==> config.mk <==
export PLATFORM = sky130hd
export DESIGN_NAME = rgb_crossfade_pwm_top
export DESIGN_NICKNAME = d
export VERILOG_FILES = /design/src/design/rcp_pkg.sv /design/src/design/rgb_crossfade_pwm_top.sv /design/src/design/rcp_fade.sv
export SDC_FILE = /design/constraint.sdc
export NUM_CORES = 1
export LEC_CHECK = 0
export BUFFER_PORTS_ARGS = -buffer_cell sky130_fd_sc_hd__buf_4
export CAP_MARGIN = 20
export CORE_MARGIN = 2
export CORE_UTILIZATION = 40
export DETAILED_ROUTE_END_ITERATION = 6
export PLACE_DENSITY = 0.6
export RECOVER_POWER = 50
export SKIP_CTS_REPAIR_TIMING = 1
export SLEW_MARGIN = 20
export SYNTH_ARGS = -nofsm -noshare
export SYNTH_HDL_FRONTEND = slang
export SYNTH_SLANG_ARGS = --single-unit
==> constraint.sdc <==
create_clock -name clk -period 6.22 [get_ports clk]
set_input_delay 0.622 -clock clk [delete_from_list [all_inputs] [get_ports clk]]
set_output_delay 0.622 -clock clk [all_outputs]
set_load 0.02 [all_outputs]
==> src/design/rcp_pkg.sv <==
// rcp_pkg: shared types and constants for the RGB cross-fade PWM block.
// No dependencies; imported by rcp_fade, rgb_crossfade_pwm_top and tb.
package rcp_pkg;

  localparam int DUTY_W          = 8;
  localparam int REG_W           = 8;
  localparam int APB_DW          = 32;
  localparam int APB_AW          = 4;
  localparam int COUNT_WIDTH_DEF = 8;

  localparam logic [REG_W-1:0] PWM_PERIOD_RST     = 8'd100;
  localparam logic [REG_W-1:0] TICKS_PER_BASE_RST = 8'd100;
  localparam logic [REG_W-1:0] BASES_PER_STEP_RST = 8'd10;
  localparam logic [REG_W-1:0] MAX_DUTY_RST       = 8'd100;

  typedef enum logic [1:0] {
    REG_PWM_PERIOD     = 2'd0,
    REG_TICKS_PER_BASE = 2'd1,
    REG_BASES_PER_STEP = 2'd2,
    REG_MAX_DUTY       = 2'd3
  } reg_idx_t;

  typedef enum logic [1:0] {
    PH_RED   = 2'd0,
    PH_GREEN = 2'd1,
    PH_BLUE  = 2'd2
  } phase_t;

  typedef struct packed {
    logic              step;
    logic [REG_W-1:0]  max_duty;
  } fade_ctrl_t;

  typedef struct packed {
    logic [DUTY_W-1:0] red;
    logic [DUTY_W-1:0] green;
    logic [DUTY_W-1:0] blue;
    phase_t            phase;
  } fade_state_t;

endpackage

==> src/design/rgb_crossfade_pwm_top.sv <==
// rgb_crossfade_pwm_top: three-channel software PWM with RGB cross-fade,
// APB register block and valid/ready word channels. Uses rcp_pkg, rcp_fade.
//
//   channel | ports          | word
//   --------+----------------+---------------------------------------------
//   in      | in_valid/ready | in_tick
//   out     | out_valid/ready| out_red_pin, out_green_pin, out_blue_pin,
//           |                | out_fade_phase
//   cfg     | cfg_p*         | pwm_period, ticks_per_base, bases_per_step,
//           |                | max_duty at byte addresses 0, 4, 8, 12
//
// One word per cycle while out is not stalled: counters, duties and pins update at
// the accepting edge, which loads the result word into the output registers.
// A new word is taken while the result is being taken in the same cycle.
// A stall on out holds in_ready low until the result leaves.
// Reset: pins off (high), duties, counters and phase zero, registers default.
module rgb_crossfade_pwm_top
  import rcp_pkg::*;
#(
  parameter int COUNT_WIDTH = COUNT_WIDTH_DEF
) (
  input  logic              clk,
  input  logic              rst_n,

  input  logic              in_valid,
  output logic              in_ready,
  input  logic              in_tick,

  output logic              out_valid,
  input  logic              out_ready,
  output logic              out_red_pin,
  output logic              out_green_pin,
  output logic              out_blue_pin,
  output logic [1:0]        out_fade_phase,

  input  logic              cfg_psel,
  input  logic              cfg_penable,
  input  logic              cfg_pwrite,
  input  logic [APB_AW-1:0] cfg_paddr,
  input  logic [APB_DW-1:0] cfg_pwdata,
  output logic [APB_DW-1:0] cfg_prdata,
  output logic              cfg_pready
);

  localparam int CMP_W = (COUNT_WIDTH > REG_W) ? COUNT_WIDTH : REG_W;

  // configuration registers
  logic [REG_W-1:0] pwm_period_r, tpb_r, bps_r, max_duty_r;
  logic             cfg_wr;
  reg_idx_t         cfg_idx;

  assign cfg_pready = 1'b1;
  assign cfg_wr     = cfg_psel && cfg_penable && cfg_pwrite;
  assign cfg_idx    = reg_idx_t'(cfg_paddr[3:2]);

  always_ff @(posedge clk) begin
    if (!rst_n) begin
      pwm_period_r <= PWM_PERIOD_RST;
      tpb_r        <= TICKS_PER_BASE_RST;
      bps_r        <= BASES_PER_STEP_RST;
      max_duty_r   <= MAX_DUTY_RST;
    end else if (cfg_wr) begin
      case (cfg_idx)
        REG_PWM_PERIOD:     pwm_period_r <= cfg_pwdata[REG_W-1:0];
        REG_TICKS_PER_BASE: tpb_r        <= cfg_pwdata[REG_W-1:0];
        REG_BASES_PER_STEP: bps_r        <= cfg_pwdata[REG_W-1:0];
        REG_MAX_DUTY:       max_duty_r   <= cfg_pwdata[REG_W-1:0];
        default: ;
      endcase
    end
  end

  always_comb begin
    case (cfg_idx)
      REG_PWM_PERIOD:     cfg_prdata = APB_DW'(pwm_period_r);
      REG_TICKS_PER_BASE: cfg_prdata = APB_DW'(tpb_r);
      REG_BASES_PER_STEP: cfg_prdata = APB_DW'(bps_r);
      REG_MAX_DUTY:       cfg_prdata = APB_DW'(max_duty_r);
      default:            cfg_prdata = '0;
    endcase
  end

  // handshake and timing counters
  logic                   out_valid_r;
  logic                   accept, tick_go;
  logic [COUNT_WIDTH-1:0] pwm_cnt_r, pwm_cnt_nxt, pwm_inc;
  logic [COUNT_WIDTH-1:0] pre_cnt_r, pre_cnt_nxt, pre_inc;
  logic [COUNT_WIDTH-1:0] stp_cnt_r, stp_cnt_nxt, stp_inc;
  logic                   base_wrap, step_wrap;
  logic                   red_pin_r, green_pin_r, blue_pin_r;
  logic                   red_pin_nxt, green_pin_nxt, blue_pin_nxt;
  fade_ctrl_t             fade_ctrl;
  fade_state_t            fade_st;

  assign in_ready = !out_valid_r || out_ready;
  assign accept   = in_valid && in_ready;
  assign tick_go  = accept && in_tick;

  always_comb begin
    pwm_inc   = COUNT_WIDTH'(pwm_cnt_r + 1'b1);
    pre_inc   = COUNT_WIDTH'(pre_cnt_r + 1'b1);
    stp_inc   = COUNT_WIDTH'(stp_cnt_r + 1'b1);
    // a zero limit wraps at once, so zero dividers act as one
    base_wrap = CMP_W'(pre_inc) >= CMP_W'(tpb_r);
    step_wrap = base_wrap && (CMP_W'(stp_inc) >= CMP_W'(bps_r));

    pwm_cnt_nxt = pwm_cnt_r;
    pre_cnt_nxt = pre_cnt_r;
    stp_cnt_nxt = stp_cnt_r;
    red_pin_nxt   = red_pin_r;
    green_pin_nxt = green_pin_r;
    blue_pin_nxt  = blue_pin_r;
    if (tick_go) begin
      pwm_cnt_nxt = (CMP_W'(pwm_inc) >= CMP_W'(pwm_period_r)) ? '0 : pwm_inc;
      pre_cnt_nxt = base_wrap ? '0 : pre_inc;
      if (base_wrap) stp_cnt_nxt = step_wrap ? '0 : stp_inc;
      // duties are compared before this tick's fade update
      red_pin_nxt   = !(CMP_W'(pwm_cnt_nxt) < CMP_W'(fade_st.red));
      green_pin_nxt = !(CMP_W'(pwm_cnt_nxt) < CMP_W'(fade_st.green));
      blue_pin_nxt  = !(CMP_W'(pwm_cnt_nxt) < CMP_W'(fade_st.blue));
    end
  end

  assign fade_ctrl.step     = tick_go && step_wrap;
  assign fade_ctrl.max_duty = max_duty_r;

  rcp_fade u_fade (
    .clk   (clk),
    .rst_n (rst_n),
    .ctrl  (fade_ctrl),
    .state (fade_st)
  );

  always_ff @(posedge clk) begin
    if (!rst_n) begin
      out_valid_r <= 1'b0;
      pwm_cnt_r   <= '0;
      pre_cnt_r   <= '0;
      stp_cnt_r   <= '0;
      red_pin_r   <= 1'b1;
      green_pin_r <= 1'b1;
      blue_pin_r  <= 1'b1;
    end else begin
      if (accept) out_valid_r <= 1'b1;
      else if (out_ready) out_valid_r <= 1'b0;
      pwm_cnt_r   <= pwm_cnt_nxt;
      pre_cnt_r   <= pre_cnt_nxt;
      stp_cnt_r   <= stp_cnt_nxt;
      red_pin_r   <= red_pin_nxt;
      green_pin_r <= green_pin_nxt;
      blue_pin_r  <= blue_pin_nxt;
    end
  end

  // phase register only moves on an accepted word, so it is the result field
  assign out_valid      = out_valid_r;
  assign out_red_pin    = red_pin_r;
  assign out_green_pin  = green_pin_r;
  assign out_blue_pin   = blue_pin_r;
  assign out_fade_phase = fade_st.phase;

`ifndef SYNTH
  a_accept_gives_word: assert property (@(posedge clk) disable iff (!rst_n)
    accept |=> out_valid_r)
    else $error("accepted word produced no result");

  a_idle_word_holds: assert property (@(posedge clk) disable iff (!rst_n)
    (accept && !in_tick) |=> ($stable(pwm_cnt_r) && $stable(pre_cnt_r) &&
                              $stable(stp_cnt_r) && $stable(fade_st)))
    else $error("idle word changed state");

  a_phase_only_on_step: assert property (@(posedge clk) disable iff (!rst_n)
    !fade_ctrl.step |=> $stable(fade_st.phase))
    else $error("fade phase moved without a fade step");

  a_step_needs_base: assert property (@(posedge clk) disable iff (!rst_n)
    fade_ctrl.step |-> (base_wrap && tick_go))
    else $error("fade step without prescaler wrap");
`endif

endmodule

==> src/design/rcp_fade.sv <==
// rcp_fade: duty registers and three-phase color cross-fade sequencer.
// Depends on rcp_pkg.
module rcp_fade
  import rcp_pkg::*;
(
  input  logic        clk,
  input  logic        rst_n,
  input  fade_ctrl_t  ctrl,
  output fade_state_t state
);

  logic [DUTY_W-1:0] red_r, red_nxt;
  logic [DUTY_W-1:0] green_r, green_nxt;
  logic [DUTY_W-1:0] blue_r, blue_nxt;
  phase_t            phase_r, phase_nxt;

  logic [DUTY_W-1:0] red_up, green_up, blue_up;
  logic [DUTY_W-1:0] red_dn, green_dn, blue_dn;

  // rising color saturates at max_duty, falling color stops at zero
  always_comb begin
    red_up   = (red_r < ctrl.max_duty) ? DUTY_W'(red_r + 1'b1) : red_r;
    green_up = (green_r < ctrl.max_duty) ? DUTY_W'(green_r + 1'b1) : green_r;
    blue_up  = (blue_r < ctrl.max_duty) ? DUTY_W'(blue_r + 1'b1) : blue_r;
    red_dn   = (red_r != '0) ? DUTY_W'(red_r - 1'b1) : red_r;
    green_dn = (green_r != '0) ? DUTY_W'(green_r - 1'b1) : green_r;
    blue_dn  = (blue_r != '0) ? DUTY_W'(blue_r - 1'b1) : blue_r;
  end

  always_comb begin
    red_nxt   = red_r;
    green_nxt = green_r;
    blue_nxt  = blue_r;
    phase_nxt = phase_r;
    if (ctrl.step) begin
      case (phase_r)
        PH_RED: begin
          red_nxt  = red_up;
          blue_nxt = blue_dn;
          if (red_up >= ctrl.max_duty) phase_nxt = PH_GREEN;
        end
        PH_GREEN: begin
          red_nxt   = red_dn;
          green_nxt = green_up;
          if (green_up >= ctrl.max_duty) phase_nxt = PH_BLUE;
        end
        default: begin
          // blue rising; unused code 3 falls here too
          green_nxt = green_dn;
          blue_nxt  = blue_up;
          if (blue_up >= ctrl.max_duty) phase_nxt = PH_RED;
        end
      endcase
    end
  end

  always_ff @(posedge clk) begin
    if (!rst_n) begin
      red_r   <= '0;
      green_r <= '0;
      blue_r  <= '0;
      phase_r <= PH_RED;
    end else begin
      red_r   <= red_nxt;
      green_r <= green_nxt;
      blue_r  <= blue_nxt;
      phase_r <= phase_nxt;
    end
  end

  assign state.red   = red_r;
  assign state.green = green_r;
  assign state.blue  = blue_r;
  assign state.phase = phase_r;

endmodule

# [Word-level counts from Yosys, hierarchy flattened]
# Cells that the tools add are included.
[totals] reg_bits=86 output_inout_bits=40
[classes] addsub=9 magnitude_cmp=12 n_eq_ne=8 muxes=19 n_bitwise=2 n_reduce_logical=29
[ops] cell="32-bit one-hot mux with 4 select lines" count=1
[ops] cell="8-bit 2-to-1 mux" count=9
[ops] cell="8-bit by 1-bit adder with 8-bit output, second input constant" count=6
[ops] cell="8-bit greater-or-equal comparator" count=6
[ops] cell="8-bit less-than comparator" count=6
[ops] cell="8-bit one-hot mux with 2 select lines" count=3
[ops] cell="8-bit nonzero test" count=3
[ops] cell="8-bit by 1-bit subtractor with 8-bit output, second input constant" count=3
[ops] cell="2-bit AND reduction" count=5
[ops] cell="3-bit AND reduction" count=3
[ops] cell="2-bit by 1-bit inequality test with 1-bit output, second input constant" count=4
[ops] cell="1-bit logical AND" count=6
[ops] cell="2-bit 2-to-1 mux" count=3
[ops] cell="2-bit nonzero test" count=3
[ops] cell="2-bit by 1-bit == test with 1-bit output, second input constant" count=2
[ops] cell="2-bit == test, second input constant" count=2
[ops] cell="1-bit logical NOT" count=4
[ops] cell="2-bit logical NOT" count=2
[ops] cell="2-bit one-hot mux with 2 select lines" count=1
[ops] cell="4-bit AND reduction" count=1
[ops] cell="3-bit nonzero test" count=1
[ops] cell="1-bit 2-to-1 mux" count=2
[ops] cell="1-bit NOT" count=2
[ops] cell="1-bit logical OR" count=1

# [Depth between registers and ports, before layout]
[depth] depth_word=6 ltp_mapped=18 ltp_nobuf=17

# [Hierarchy]
# Synthesis repeated with hierarchy kept, for this count alone.
[hier_totals] cells_unflattened=877 hier_area_um2=7279.5
[modules_own_cells] module="rgb_crossfade_pwm_top" n_inst=1 cells_each=478 area_per_inst_um2=4177.8 seq_area_each_um2=1201.2
[modules_own_cells] module="rcp_fade" n_inst=1 cells_each=399 area_per_inst_um2=3101.7 seq_area_each_um2=520.5

# [Worst setup path after synthesis]
# No wires, ideal clock.
[synth_path] path_type="register to register" start="reg pwm_cnt_r[0]" end="reg blue_pin_r, in the netlist out_blue_pin" setup_time_ns=0.117 arrival_time_ns=3.298 required_ns=6.103 setup_slack_ns=2.805 stages_incl_launch_ff=16 synth_period_minus_slack_ns=3.415 path_cell_list="dfxtp_1 -> ha_1 -> nand3_1 -> nor2_1 -> xnor2_1 -> inv_1 -> ha_1 -> nand4_1 -> o31ai_2 -> clkbuf_1 -> nor2_1 -> ha_1 -> and4_1 -> a211oi_1 -> nand2_1 -> o22a_1"
[synth_via] elab_chain_cells=5
[synth_rtl] element="start: declaration" line="rgb_crossfade_pwm_top.sv:86" rtl="logic [COUNT_WIDTH-1:0] pwm_cnt_r, pwm_cnt_nxt, pwm_inc;"
[synth_rtl] element="start signal: assignment" line="rgb_crossfade_pwm_top.sv:146" rtl="pwm_cnt_r <= pwm_cnt_nxt;"
[synth_rtl] element="8-bit by 1-bit adder with 8-bit output *" line="rgb_crossfade_pwm_top.sv:100" rtl="pwm_inc = COUNT_WIDTH'(pwm_cnt_r + 1'b1);"
[synth_rtl] element="8-bit greater-or-equal comparator" line="rgb_crossfade_pwm_top.sv:114" rtl="pwm_cnt_nxt = (CMP_W'(pwm_inc) >= CMP_W'(pwm_period_r)) ? '0 : pwm_inc;"
[synth_rtl] element="8-bit 2-to-1 mux *" line="rgb_crossfade_pwm_top.sv:114"
[synth_rtl] element="8-bit less-than comparator *" line="rgb_crossfade_pwm_top.sv:120" rtl="blue_pin_nxt = !(CMP_W'(pwm_cnt_nxt) < CMP_W'(fade_st.blue));"
[synth_rtl] element="1-bit logical NOT *" line="rgb_crossfade_pwm_top.sv:120"
[synth_rtl] element="end signal: assignment" line="rgb_crossfade_pwm_top.sv:151" rtl="blue_pin_r <= blue_pin_nxt;"
[synth_rtl] element="end: declaration" line="rgb_crossfade_pwm_top.sv:90" rtl="logic red_pin_r, green_pin_r, blue_pin_r;"
# Every way passes the cells marked *; elsewhere a longest branch is shown, timed or not.
# A chain may end at the register's enable or synchronous reset.

# [Worst setup path in the final report]
# Ends and elaborated chain as after synthesis.

==> qor.yml <==
outcome:
  status: "complete, but fails checks"
  violations: "capacitance limit, slew limit"
sta:
  slew_headroom_pct: -51.7
  period_needed_ns: 4.91
  tightest_slew_ns: 2.28
  setup_violations: 0
  max_freq_mhz: 204
  fin_setup_tns_ns: 0
  fin_skew_ns: 0.00737
  rsz0062_at_grt: "no"
  period_share_pct: 78.9
  hold_viol: 0
  slew_viol_final: 63
place:
  portBuffers: 32
  post-place-cells: 1101
  place_congestion: 0.888
  dpl.hpwl_mm: 13.2
finish:
  nets: 1030
  regArea_um2: 1720
  layout-drive-gt1-share_pct: 6.95
  multi_input_area_um2: 4870
  stdcell_count: 1117
  fillers: 1833
  antenna_cells: 0
  synthToLayoutAreaGrowth_pct: 6.61
power_and_ir_drop:
  ir_worst_vdd_mv: 0.128
  clockPowerShare_pct: 45.2
  p_comb_share_pct: 8.2
  seqPwrFrac_pct: 46.7
  p_sw_uw: 324
  p_leak_nw: 3.32
  power_density_nw_per_um2: 157
  sw_frac_of_total_pct: 27.0
  p_int_uw: 877
yosys:
  yosysTopAreaCell: "dfxtp_1"
  synth_fa_ha_area_share_pct: 17.3
  ys_warn_count: 0
  syn_area_um2: 7150
  synth_seq_area_share_pct: 24.1
  yosys.area_share.xor_xnor_pct: 7.35
  yosys.area_share.simple_pct: 21.2
  synth-compound-area-share_pct: 13.0
  synth_top_family_by_area: "simple AND/OR/NAND/NOR gates"
  synthMuxAreaShare_pct: 8.11
  yosysUniqueCellTypes: 67
  yosys-top-cells-area: "dfxtp_1 24%, ha_1 17%, mux2i_1 5.6%"
  synth_ff_type: "dfxtp_1"
  synth_edf_count: 0
  synth_common_cells: "100 x nand2_1, 99 x ha_1, 91 x nor2_1"
  ys_async_sr_fraction_pct: 0
  syn-instance-count: 884
  synth.top_cell.area_share_pct: 24.1
  syn_avg_cell_area_um2: 8.09
  synth_seq_cells: 86
  yosysMostFrequentCell: "nand2_1"
floorplanning:
  fp-row-count: 48
  die-width_um: 138
  core_area_um2: 17400
  initial_core_util_pct: 41.1
  die_h_um: 138
  io_pins: 84
  die_area_um2: 19000
route:
  drtPass1Iterations: 5
  wl_met3_um: 577
  vias: 5935
  dr_wl_met2_mm: 8.24
  met1_length_mm: 8.33
  drc: 0
  drtAntennaViolNets: 0
  dr.max_layer_used: "met4"
  routedWlPerCell_um: 15.7
  post_drt_via_cell_ratio: 5.31
  drtIter0Drc: 271
  wl_mm: 17.6
setup_path:
  cp.required_ns: 6.47
  crit_slowest_cell: "o31ai_1"
  crit_arrival_ns: 5.15
  startpoint_type: "flip-flop"
  crit_top_cell: "ha_1"
  path_cells: "ha_1 -> nand3_1 -> nor2_1 -> xnor2_1 -> inv_1 -> ha_1 -> nand4_1 -> o31ai_1 -> nor2_1 -> ha_1 -> and4_1 -> a211oi_1 -> nand2_1 -> o22a_1"
  path_max_fanout: 18
  cpPeakStageDelay_ns: 1.50
  path_class: "reg2reg"
  end_kind: "flip-flop"
clock_tree:
  numCtsBuffers: 9
  clk_latency_ns: 0.35
  cts.clk_slew.worst_paths_ns: 0.07
  clk_path_buf_depth: 2
  cts_root_buf: "clkbuf_16"
  htree_num_levels: 3
  cts_sinks: 86
  cts_tree: "done"
global_routing:
  grt_pass1_wl_mm: 28.8
  grt_pass1_vias: 5563
  track_usage_pct: 19.4
  grt_max_degree: 44
  grt_overflow: 0
  antenna_found_initial: 0
min_path:
  hold_path_class: "reg2reg"
run:
  maxCapViolCount: 2
-- critical path: cells and delay by family (launching register included) --
family,cells,cell delay (ns)
AOI/OAI and AO/OA,3,1.89
and+or+nand+nor,6,1.05
adders and majority gates,3,1.01
DFF,1,0.56
xor gates and xnor gates,1,0.18
buffers and inverters,1,0.08
-- area by class of cell --
class	instances	share of cell area (%)
multi-input combinational	686	63.9
clock inverter	6	0.689
tap	225	3.69
inverter	68	3.35
sequential	86	22.6
timing repair buffer	36	2.66
clock buffer	10	3.13
-- flip-flops by register name, indices dropped and copies added (netlist names) --
| signal | flops |
|---|---|
| out_green_pin | 1 |
| u_fade.green_r | 8 |
| u_fade.red_r | 8 |
| u_fade.phase_r | 2 |
| pre_cnt_r | 8 |
| out_red_pin | 1 |
| stp_cnt_r | 8 |
| pwm_cnt_r | 8 |
| out_valid | 1 |
| tpb_r | 8 |
| bps_r | 8 |
| u_fade.blue_r | 8 |
| out_blue_pin | 1 |
| max_duty_r | 8 |
| pwm_period_r | 8 |
-- cells by family after synthesis --
| logic type | count (synthesis) |
|---|---|
| AND/OR/NAND/NOR | 317 |
| AO/OA/AOI/OAI | 137 |
| buffers and inverters | 135 |
| adder cells (fa/ha/maj) | 99 |
| flip-flops | 86 |
| XOR/XNOR | 60 |
| multiplexers | 48 |
| other | 2 |
-- per-stage QoR --
step	cell area, um^2	utilization, %	setup WS, ns	total power, mW	hold slack, ns
2_1_floorplan	7240	-	2.80	0.654	0.454
3_3_place_gp	7410	42.6	1.94	0.674	0.467
3_5_place_dp	7410	42.6	1.94	0.675	0.470
4_1_cts	7700	44.2	1.93	1.22	0.480
5_1_grt	7630	43.8	0.909	1.25	0.500
6_report	7630	43.8	1.31	1.20	0.476
-- metal layers --
metal	vias up	GRT usage, %
met5	-	0
li1	3026	-
met4	0	6.63
met1	2778	25.0
met3	27	2.87
met2	104	33.0
-- path summary, 6_finish.rpt --
check	from	end	slack, ns	cells after the start
worst max register to register	pwm_cnt_r[0]	out_blue_pin	1.31	14
worst min-delay path	pre_cnt_r[1]	pre_cnt_r[1]	0.48	2
worst max-delay path	pwm_cnt_r[0]	out_blue_pin	1.31	14
worst min register to register	pre_cnt_r[1]	pre_cnt_r[1]	0.48	2
-- placed cells by master, fill, tap and decap left out, types with 4 or more instances in the layout --
cell type and instances:
nand2_1 100, ha_1 99, nor2_1 92, dfxtp_1 86, inv_1 67, xnor2_1 40
mux2i_1 40, a21oi_1 39, o21ai_0 27, nor3_1 25, conb_1 25, nand3_1 24
xor2_1 20, buf_4 18, clkbuf_1 18, a211oi_1 14, nand4_1 13, nand2b_1 13
nor2b_1 9, clkbuf_16 9, and3_1 8, mux4_2 8, o211ai_1 7, o22ai_1 7
nor4_1 5, a31oi_1 5, a21o_1 4, o32ai_1 4, and4_1 4
-- power by group through the flow --
stage | logic (mW) | registers, mW | clock network, mW
after floorplan | 0.0819 | 0.572 | 0
after detailed placement | 0.102 | 0.573 | 0
final | 0.0980 | 0.561 | 0.542
after global placement | 0.101 | 0.573 | 0
after CTS | 0.102 | 0.561 | 0.557
after global routing | 0.111 | 0.561 | 0.579
Note: power is estimated with default switching activity, not from simulation.
